<file path="src/hdl/rcfd_pkg.sv">
// Types, constants and helper functions of the receiver frame decoder.
package rcfd_pkg;

  localparam int SWITCH_HISTORY_DEPTH_DEF = 16;
  localparam int FRAME_LENGTH_DEF         = 18;
  localparam int STORE_DEPTH              = 16;

  localparam int CFG_W     = 8;
  localparam int CFG_IDX_W = 1;
  localparam logic [CFG_IDX_W-1:0] CFG_STABLE_FRAMES = 1'd0;
  localparam logic [CFG_IDX_W-1:0] CFG_HOLD_FRAMES   = 1'd1;
  localparam logic [CFG_W-1:0]     STABLE_FRAMES_RST = 8'd40;
  localparam logic [CFG_W-1:0]     HOLD_FRAMES_RST   = 8'd40;

  localparam logic [1:0] SW_UP     = 2'd1;
  localparam logic [1:0] SW_DOWN   = 2'd3;
  localparam logic [1:0] MODE_UP   = 2'd0;
  localparam logic [1:0] MODE_DOWN = 2'd1;
  localparam logic [1:0] MODE_MID  = 2'd2;

  localparam int OUT_TDATA_W = 144;

  typedef struct packed {
    logic [CFG_W-1:0] stable_frames;
    logic [CFG_W-1:0] hold_frames;
  } cfg_t;

  typedef struct packed {
    logic [STORE_DEPTH-1:0][7:0] bytes;
    logic                        button;
  } frame_t;

  // Packed so that the last field lands in the lowest bits.
  typedef struct packed {
    logic [6:0]         pad;
    logic               test_mode;
    logic [1:0]         switch_held;
    logic [5:0]         switch_history;
    logic [1:0]         left_mode;
    logic [1:0]         right_mode;
    logic [15:0]        keys;
    logic [15:0]        mouse_buttons;
    logic signed [15:0] mouse_z;
    logic signed [15:0] mouse_y;
    logic signed [15:0] mouse_x;
    logic [43:0]        sticks;
  } result_t;

  function automatic logic [1:0] mode_of(input logic [1:0] s);
    logic [1:0] m;
    case (s)
      SW_UP:   m = MODE_UP;
      SW_DOWN: m = MODE_DOWN;
      default: m = MODE_MID;
    endcase
    return m;
  endfunction

endpackage

</file>
<file path="src/hdl/rc_receiver_frame_decoder.sv">
// Top level of the remote-control receiver frame decoder.
// Takes one receiver byte per transfer and gives one decoded result after the last byte
// of each FRAME_LENGTH-byte frame; a byte with frame_start set restarts the frame. The
// block sustains one byte transfer every cycle unless the frame register holds a frame that
// the decode stage does not take. A result is offered once the frame's last byte has passed
// the frame register of the capture stage and the result register of the decode stage;
// each stage holds one frame while stalled.
module rc_receiver_frame_decoder import rcfd_pkg::*; #(
  parameter int SWITCH_HISTORY_DEPTH = SWITCH_HISTORY_DEPTH_DEF,
  parameter int FRAME_LENGTH         = FRAME_LENGTH_DEF
) (
  input  logic                   clk,
  input  logic                   rst_n,
  input  logic                   cfg_we,
  input  logic [CFG_IDX_W-1:0]   cfg_index,
  input  logic [CFG_W-1:0]       cfg_wdata,
  input  logic                   in_tvalid,
  output logic                   in_tready,
  input  logic [7:0]             in_tdata,  // rx_byte
  input  logic [1:0]             in_tuser,  // frame_start, button_pressed
  output logic                   out_tvalid,
  input  logic                   out_tready,
  // sticks, mouse_x, mouse_y, mouse_z, mouse_buttons, keys, right_mode, left_mode,
  // switch_history, switch_held, test_mode, zero fill
  output logic [OUT_TDATA_W-1:0] out_tdata
);

  cfg_t    cfg_r;
  logic    frame_valid, frame_take;
  frame_t  frame;
  result_t result;

  always_ff @(posedge clk) begin
    if (!rst_n) begin
      cfg_r.stable_frames <= STABLE_FRAMES_RST;
      cfg_r.hold_frames   <= HOLD_FRAMES_RST;
    end else if (cfg_we) begin
      case (cfg_index)
        CFG_STABLE_FRAMES: cfg_r.stable_frames <= cfg_wdata;
        CFG_HOLD_FRAMES:   cfg_r.hold_frames   <= cfg_wdata;
        default: ;
      endcase
    end
  end

  rcfd_capture #(
    .FRAME_LENGTH(FRAME_LENGTH)
  ) u_capture (
    .clk           (clk),
    .rst_n         (rst_n),
    .in_valid      (in_tvalid),
    .in_ready      (in_tready),
    .rx_byte       (in_tdata),
    .frame_start   (in_tuser[0]),
    .button_pressed(in_tuser[1]),
    .frame_valid   (frame_valid),
    .frame_take    (frame_take),
    .frame         (frame)
  );

  rcfd_decode #(
    .SWITCH_HISTORY_DEPTH(SWITCH_HISTORY_DEPTH)
  ) u_decode (
    .clk        (clk),
    .rst_n      (rst_n),
    .cfg        (cfg_r),
    .frame_valid(frame_valid),
    .frame_take (frame_take),
    .frame      (frame),
    .out_valid  (out_tvalid),
    .out_ready  (out_tready),
    .result     (result)
  );

  assign out_tdata = result;

endmodule

</file>
<file path="src/hdl/rcfd_capture.sv">
// Byte capture stage: byte position, frame store and the frame register.
module rcfd_capture import rcfd_pkg::*; #(
  parameter int FRAME_LENGTH = FRAME_LENGTH_DEF
) (
  input  logic       clk,
  input  logic       rst_n,
  input  logic       in_valid,
  output logic       in_ready,
  input  logic [7:0] rx_byte,
  input  logic       frame_start,
  input  logic       button_pressed,
  output logic       frame_valid,
  input  logic       frame_take,
  output frame_t     frame
);

  localparam int POS_W = $clog2(FRAME_LENGTH);
  localparam logic [POS_W-1:0] LAST_POS = POS_W'(FRAME_LENGTH - 1);

  logic [POS_W-1:0] pos_r, pos_nxt, pos_eff;
  logic [7:0]       store_r [STORE_DEPTH];
  logic             fv_r, fv_nxt;
  frame_t           frame_r, frame_nxt;
  logic             accept, last;

  assign in_ready    = !fv_r || frame_take;
  assign accept      = in_valid && in_ready;
  assign pos_eff     = frame_start ? '0 : pos_r;
  assign last        = (pos_eff == LAST_POS);
  assign frame_valid = fv_r;
  assign frame       = frame_r;

  always_comb begin
    pos_nxt = last ? '0 : pos_eff + 1'b1;
    fv_nxt  = fv_r;
    if (accept && last) begin
      fv_nxt = 1'b1;
    end else if (frame_take) begin
      fv_nxt = 1'b0;
    end
    // The last byte itself is part of the frame when it falls inside the store.
    for (int k = 0; k < STORE_DEPTH; k++) begin
      frame_nxt.bytes[k] = (int'(pos_eff) == k) ? rx_byte : store_r[k];
    end
    frame_nxt.button = button_pressed;
  end

  always_ff @(posedge clk) begin
    if (!rst_n) begin
      pos_r <= '0;
      fv_r  <= 1'b0;
    end else begin
      fv_r <= fv_nxt;
      if (accept) begin
        pos_r <= pos_nxt;
      end
    end
  end

  always_ff @(posedge clk) begin
    if (accept && (int'(pos_eff) < STORE_DEPTH)) begin
      store_r[pos_eff[$clog2(STORE_DEPTH)-1:0]] <= rx_byte;
    end
    if (accept && last) begin
      frame_r <= frame_nxt;
    end
  end

endmodule

</file>
<file path="src/hdl/rcfd_decode.sv">
// Frame decode stage: field extraction, switch history, hold counters, result register.
module rcfd_decode import rcfd_pkg::*; #(
  parameter int SWITCH_HISTORY_DEPTH = SWITCH_HISTORY_DEPTH_DEF
) (
  input  logic    clk,
  input  logic    rst_n,
  input  cfg_t    cfg,
  input  logic    frame_valid,
  output logic    frame_take,
  input  frame_t  frame,
  output logic    out_valid,
  input  logic    out_ready,
  output result_t result
);

  localparam int SR_N = SWITCH_HISTORY_DEPTH - 1;

  logic [1:0] sr_r [SR_N];
  logic       first_r;
  logic [7:0] eq_cnt_r, eq_cnt_nxt;
  logic [1:0] held_r, held_nxt;
  logic [7:0] btn_cnt_r, btn_cnt_nxt;
  logic       test_r, test_nxt;
  logic       ov_r;
  result_t    res_r, res_nxt;
  logic [1:0] s1, s2, prev_v;

  assign frame_take = frame_valid && (!ov_r || out_ready);
  assign out_valid  = ov_r;
  assign result     = res_r;

  always_comb begin
    s1     = frame.bytes[5][7:6];
    s2     = frame.bytes[5][5:4];
    prev_v = first_r ? s1 : sr_r[0];

    if (prev_v == s1) begin
      eq_cnt_nxt = (eq_cnt_r == 8'hFF) ? eq_cnt_r : eq_cnt_r + 8'd1;
    end else begin
      eq_cnt_nxt = 8'd0;
    end
    held_nxt = (eq_cnt_nxt >= cfg.stable_frames) ? s1 : held_r;

    btn_cnt_nxt = frame.button ? btn_cnt_r + 8'd1 : 8'd0;
    test_nxt    = (frame.button && (btn_cnt_nxt == cfg.hold_frames)) ? !test_r : test_r;

    res_nxt.pad            = '0;
    res_nxt.test_mode      = test_nxt;
    res_nxt.switch_held    = held_nxt;
    res_nxt.switch_history = {sr_r[SR_N-1], prev_v, s1};
    res_nxt.left_mode      = mode_of(s1);
    res_nxt.right_mode     = mode_of(s2);
    res_nxt.keys           = {frame.bytes[15], frame.bytes[14]};
    res_nxt.mouse_buttons  = {frame.bytes[13], frame.bytes[12]};
    res_nxt.mouse_z        = {frame.bytes[11], frame.bytes[10]};
    res_nxt.mouse_y        = {frame.bytes[9], frame.bytes[8]};
    res_nxt.mouse_x        = {frame.bytes[7], frame.bytes[6]};
    res_nxt.sticks         = {frame.bytes[5][3:0], frame.bytes[4][7:1],
                              frame.bytes[4][0], frame.bytes[3], frame.bytes[2][7:6],
                              frame.bytes[2][5:0], frame.bytes[1][7:3],
                              frame.bytes[1][2:0], frame.bytes[0]};
  end

  always_ff @(posedge clk) begin
    if (!rst_n) begin
      for (int i = 0; i < SR_N; i++) begin
        sr_r[i] <= 2'd0;
      end
      first_r   <= 1'b1;
      eq_cnt_r  <= 8'd0;
      held_r    <= 2'd0;
      btn_cnt_r <= 8'd0;
      test_r    <= 1'b0;
      ov_r      <= 1'b0;
    end else begin
      if (frame_take) begin
        sr_r[0] <= s1;
        for (int i = 1; i < SR_N; i++) begin
          sr_r[i] <= sr_r[i-1];
        end
        first_r   <= 1'b0;
        eq_cnt_r  <= eq_cnt_nxt;
        held_r    <= held_nxt;
        btn_cnt_r <= btn_cnt_nxt;
        test_r    <= test_nxt;
        ov_r      <= 1'b1;
      end else if (out_ready) begin
        ov_r <= 1'b0;
      end
    end
  end

  always_ff @(posedge clk) begin
    if (frame_take) begin
      res_r <= res_nxt;
    end
  end

endmodule

</file>
<file path="config.mk">
export PLATFORM = sky130hd
export DESIGN_NAME = rc_receiver_frame_decoder
export DESIGN_NICKNAME = d
export VERILOG_FILES = /design/src/hdl/rcfd_pkg.sv /design/src/hdl/rc_receiver_frame_decoder.sv /design/src/hdl/rcfd_capture.sv /design/src/hdl/rcfd_decode.sv
export SDC_FILE = /design/constraint.sdc
export NUM_CORES = 1
export LEC_CHECK = 0
export BUFFER_PORTS_ARGS = -buffer_cell sky130_fd_sc_hd__buf_2
export CORE_ASPECT_RATIO = 1.4
export CORE_UTILIZATION = 52
export CTS_CLUSTER_DIAMETER = 50
export CTS_CLUSTER_SIZE = 30
export DETAILED_ROUTE_END_ITERATION = 6
export PLACE_DENSITY = 0.85
export REMOVE_ABC_BUFFERS = 1
export SYNTH_ARGS = -nofsm -noshare
export SYNTH_HDL_FRONTEND = slang
export SYNTH_SLANG_ARGS = --single-unit
</file>
<file path="constraint.sdc">
create_clock -name clk -period 4.9 [get_ports clk]
set_input_delay 0.245 -clock clk [delete_from_list [all_inputs] [get_ports clk]]
set_output_delay 0.245 -clock clk [all_outputs]
set_load 0.05 [all_outputs]
</file>
After elaboration in Yosys (flattened, before gate mapping)

Memories as Yosys holds them, arrays and structs flattened. A register that Yosys moved wholly into a read port is not among the register bits.
Index checks and enable logic that the tools add are counted.

Add/sub/neg operators: 3
Multipliers: 0
Div/mod/pow operators: 0
Order comparisons: 2
Equality and inequality tests: 8
Shifts and indexed selects: 0
Muxes and demuxes: 35
Bitwise operators: 16
Reduce and logical (&&, ||, !) cells: 14

Operators by type and width:

| kind                                                                   | number |
|---|---|
| 2-bit 2-to-1 mux                                                       | 17 |
| 8-bit 2-to-1 mux                                                       | 3 |
| 8-bit by 1-bit adder with 8-bit output (second input constant)         | 2 |
| 1-bit OR                                                               | 15 |
| 1-bit 2-to-1 mux                                                       | 11 |
| 5-bit 2-to-1 mux                                                       | 2 |
| 8-bit equality test                                                    | 1 |
| 8-bit equality test (second input constant)                            | 1 |
| 8-bit >= comparator                                                    | 1 |
| 2-bit one-hot mux with 2 select lines                                  | 2 |
| 5-bit by 1-bit adder with 5-bit output (second input constant)         | 1 |
| 5-bit equality test (second input constant)                            | 1 |
| 1-bit logical AND                                                      | 5 |
| 5-bit less-than comparator (second input constant)                     | 1 |
| 2-bit by 1-bit equality test with 1-bit output (second input constant) | 2 |
| 2-bit equality test (second input constant)                            | 2 |
| 2-bit AND reduction                                                    | 2 |
| 2-bit nonzero test                                                     | 2 |
| 1-bit logical NOT                                                      | 3 |
| 2-bit equality test                                                    | 1 |
| 1-bit logical OR                                                       | 2 |
| 1-bit inverter                                                         | 1 |

Register bits after elaboration: 181
Latch bits: 0
Bits in writable memories: 158
ROM bits: 0
Input bits: 24
Output and inout port bits: 146
Memories: 2

Memory list:

| name              | depth | width | read ports | clocked after Yosys merged registers in | wr ports | RTL line           | RTL |
|---|---|---|---|---|---|---|---|
| u_capture.store_r | 16    | 8     | 16         | 16                                      | 1        | rcfd_capture.sv:21 | `logic [7:0] store_r [STORE_DEPTH];` |
| u_decode.sr_r     | 15    | 2     | 15         | 1                                       | 15       | rcfd_decode.sv:18  | `logic [1:0] sr_r [SR_N];` |

Depth between registers and ports, before layout

Word-level depth: 8
Gate-level depth with buffers: 12

By module

From an unflattened synthesis, not the netlist that was laid out.

Cells, all modules: 822
Area total of the unflattened synthesis: 15765.1 sq um

By module, submodules not included:

| module                    | instances | cells an instance | area an instance (sq um) |
|---|---|---|---|
| rcfd_capture              | 1         | 330               | 8245.4 |
| rcfd_decode               | 1         | 426               | 6899.1 |
| rc_receiver_frame_decoder | 1         | 66                | 620.6 |

Least setup slack after synthesis

Ideal clock, no wire load.

Kind: register to register
Start point: register u_decode.ov_r (netlist: u_decode.out_valid)
End point: memory u_decode.sr_r[3][0], data pin
Arrival: 5.328 ns
Required time: 4.740 ns
Setup slack: -0.588 ns
Cell stages (with the launch flop): 7
Buffers on the path: 2
Clock period less this slack: 5.488 ns
Cells stage by stage: dfxtp_1 > nand2b_1 > nand2_1 > inv_1 > clkbuf_1 > clkbuf_1 > and3_1

RTL lines:

| item                   | RTL line          | RTL |
|---|---|---|
| from (decl)            | rcfd_decode.sv:24 | `logic ov_r;` |
| from (signal assigned) | rcfd_decode.sv:74 | `ov_r <= 1'b0;` |
| from (signal assigned) | rcfd_decode.sv:86 | `ov_r <= 1'b1;` |
| from (signal assigned) | rcfd_decode.sv:88 | `ov_r <= 1'b0;` |
| to (decl)              | rcfd_decode.sv:18 |  |

Worst setup path in the final report

Start point: register u_decode.eq_cnt_r[3]
End point: register u_decode.res_r, in the netlist u_decode.result[134], data pin

Longest elaborated chain between the ends: 5
Elaborated cells between the ends (all ways): 6
Those cells by class: add/sub: 1; order compare: 1; eq/ne: 1; mux: 3

Ends and longest elaborated chain:

| item                                                                          | RTL line          | RTL |
|---|---|---|
| from (decl)                                                                   | rcfd_decode.sv:20 | `logic [7:0] eq_cnt_r, eq_cnt_nxt;` |
| from (signal assigned)                                                        | rcfd_decode.sv:82 | `eq_cnt_r <= eq_cnt_nxt;` |
| 8-bit by 1-bit adder with 8-bit output or 8-bit equality test (tied branches) | rcfd_decode.sv:38 | `eq_cnt_nxt = (eq_cnt_r == 8'hFF) ? eq_cnt_r : eq_cnt_r + 8'd1;` |
| 8-bit 2-to-1 mux *                                                            | rcfd_decode.sv:38 |  |
| 8-bit 2-to-1 mux *                                                            | rcfd_decode.sv:37 | `if (prev_v == s1) begin` |
| net u_decode.eq_cnt_nxt[5]                                                    | rcfd_decode.sv:20 |  |
| 8-bit >= comparator *                                                         | rcfd_decode.sv:42 | `held_nxt = (eq_cnt_nxt >= cfg.stable_frames) ? s1 : held_r;` |
| 2-bit 2-to-1 mux *                                                            | rcfd_decode.sv:42 |  |
| net u_decode.held_nxt[0]                                                      | rcfd_decode.sv:21 | `logic [1:0] held_r, held_nxt;` |
| to (signal assigned)                                                          | rcfd_decode.sv:95 | `res_r <= res_nxt;` |
| to (decl)                                                                     | rcfd_decode.sv:25 | `result_t res_r, res_nxt;` |

The timed path passes the listed nets; every way through them passes the cells marked *.
A chain may end at the register's enable or synchronous reset.

==> impl_metrics.yaml <==
final_layout:
  antenna_cells: 0
  utilization: 0.611
  ff_latch_area_sq_um: 13600
  fin_area_sq_um: 17900
  drive_gt1_frac: 0.216
  multi_input_area_sq_um: 1890
  syn2layout_area_growth_pct: 14.7
  nFillCells: 2057
  final_nets: 1051
worst_hold_path:
  min_path_type: "input pin to flop"
  min_from: "in_tuser[0]"
  hold_path_end: "u_capture.pos_r[3]"
  hold_depth: 4
die:
  fp.coreArea_sq_um: 29400
  die_area_sq_um: 30800
  die_y_um: 207
  rows: 74
  ios: 170
  initial_core_util: 0.533
  die_w_um: 149
detailed_routing:
  drtPass1Iterations: 4
  routed_wl_um: 27900
  drt-initial-drc-count: 541
  ant_nets: 0
  drt-vias-per-instance: 5.28
  vias: 7449
  drc_errors: 0
  wl_per_cell_um: 19.8
global_route:
  overflow: 0
  grtUsageTotal: 0.184
  grt_max_degree: 101
  antenna_found_initial: 0
  grt_pass1_wl_um: 42300
  grt_pass1_vias: 7436
clock_tree:
  clock_latency_ns: 0.58
  cts_tree: "yes"
  clk_pin_slew_ns: 0.10
  postCtsSetupRepairBufs: 0
  numCtsBuffers: 26
  cts_buffer_depth: 3
  htreeDepth: 1
  clock-root-buffer: "clkbuf_16"
  clkSinkCount: 467
logic_synthesis:
  netlist-cell-type-count: 46
  synth_common_cells: "424 x edfxtp_1, 79 x nand2_1, 48 x nor2_1"
  netlist.area_leader.share: 0.815
  ys_top_cells_by_area: "edfxtp_1 81%, dfxtp_1 5.5%, nand2_1 1.9%"
  synth_cells: 830
  syn_area_per_cell_sq_um: 18.8
  ys_seq_elements: 467
  post-synth-top-area-cell: "edfxtp_1"
  async_flop_share: 0
  yosysMostFrequentCell: "edfxtp_1"
  synthFlopType: "edfxtp_1"
  synth_edf_count: 424
  netlist_area_sq_um: 15600
  yosys_warnings: 0
  ys_seq_area_frac: 0.870
timing:
  worst_slew_pin_slew_ns: 1.24
  finalMaxSlewViolations: 0
  timing.final.hold_violations: 0
  clock_skew_ns: 0.0258
  fmax_mhz: 285
  slew_headroom: 0.172
  finalSetupViolations: 0
  fin_crit_ns: 3.50
  fin_crit_sh: 0.715
  rsz0062_at_grt: "false"
placement:
  numPortBuffers: 162
  placed_area_sq_um: 16900
  gp_congestion: 0.821
  dp_hpwl_um: 17100
setup_path:
  cp_max_fo: 7
  rrSetupSlack_ns: 1.40
  worst_ep_arrival_time_ns: 3.82
  crit_path_start_kind: "flop"
  reg2reg_from: "u_decode.eq_cnt_r[3]"
  r2r_end: "u_decode.result[134]"
  required_ns: 5.22
  reg2reg_depth: 12
  endpoint_kind: "flop"
  path_class: "flop to flop"
pwr:
  finalPower_mw: 6.95
  p_leak_nw: 6.24
  peakVddDrop_uv: 360
  powerDensity_nw_per_um2: 388
outcome:
  outcome: "complete, no violations"
flow_run:
  maxCapViolCount: 0
==> stage by stage <==
step                      worst slack (ns)  cells  hold WS (ns)  TNS, ns
after floorplan                     -0.179    810         0.307   -0.259
after global placement                1.64   1354         0.400        0
after detailed placement              1.49   1354         0.405        0
after CTS                             1.45   1411        0.0374        0
after global routing                  1.22   1411        0.0723        0
final                                 1.40   1411        0.0716        0
==> state kept, by name, indices dropped and copies added, names as in the netlist, 2 cells and up <==
register and count:
cfg_r 16, u_decode.result 137, u_capture.store_r 128, u_capture.pos_r 5
u_decode.sr_r 30, u_capture.frame 129, u_decode.held_r 2, u_decode.eq_cnt_r 8
u_decode.btn_cnt_r 8
==> report_power, final <==
group / total (mW) / internal, mW / switching (mW)
combinational: 0.111 / 0.0285 / 0.0823
sequential: 4.33 / 4.32 / 0.0100
clock: 2.51 / 1.12 / 1.39
==> worst max-delay path by stage <==
stage	slack (ns)	from	end
after detailed placement	1.49	u_decode.eq_cnt_r[3]	u_decode.result[134]
final	1.40	u_decode.eq_cnt_r[3]	u_decode.result[134]
after floorplan	-0.18	u_decode.out_valid	u_decode.btn_cnt_r[4]
after global routing	1.22	u_decode.eq_cnt_r[0]	u_decode.result[135]
after CTS	1.45	u_decode.eq_cnt_r[3]	u_decode.result[134]
after global placement	1.64	u_decode.eq_cnt_r[3]	u_decode.result[135]
==> what timing repair did <==
action,CTS,global route
endpoints found under the hold margin,20,0
resized for setup,0,0
hold buffers,11,0
==> layout by cell type (no fill, tap or decap), types with 11 or more instances in the layout <==
master / n
nand3_1: 11
and2_1: 13
a21oi_1: 36
dfxtp_1: 43
xnor2_1: 12
clkbuf_16: 27
and3_1: 23
inv_1: 14
nand2_1: 79
ha_1: 14
buf_2: 162
edfxtp_1: 424
nor2_1: 48
dlygate4sd3_1: 11
==> cell type report <==
cell class,count,area share
Tap cell,380,0.0265
Clock buffer,28,0.0379
Multi-Input combinational cell,327,0.105
Sequential cell,467,0.758
Timing Repair Buffer,175,0.0536
Clock inverter,18,0.0150
Inverter,16,0.00363
==> kinds of logic after synthesis <==
family,Yosys count,share of synthesized area
adder cells (fa/ha/maj),14,0.0112
AND/OR/NAND/NOR,211,0.0650
multiplexers,9,0.00616
buffers and inverters,42,0.0118
XOR/XNOR,17,0.00953
flip-flops,467,0.870
other,1,0.000240
AO/OA/AOI/OAI,69,0.0264
==> layer usage <==
| metal | track usage | part of all wire | routed length [um] | vias up |
|---|---|---|---|---|
| li1 | - | - | - | 3458 |
| met1 | 0.220 | 0.38 | 10700 | 3703 |
| met2 | 0.332 | 0.54 | 15000 | 234 |
| met3 | 0.0260 | 0.047 | 1320 | 54 |
| met4 | 0.0747 | 0.031 | 872 | 0 |
| met5 | 0 | 0 | 0 | - |
==> worst max-delay path, stage by stage, from the launching register on <==
cell and delay [ns]:
dfxtp_1 0.46, and4_1 0.33, nand4_2 0.21, and4_1 0.32
and3_1 0.24, xnor2_1 0.17, nor2_1 0.06, ha_1 0.33
a211o_1 0.25, a21oi_1 0.16, o21bai_1 0.10, a21oi_1 0.24
mux2_2 0.37
Note: power is estimated with default switching activity, not from simulation.
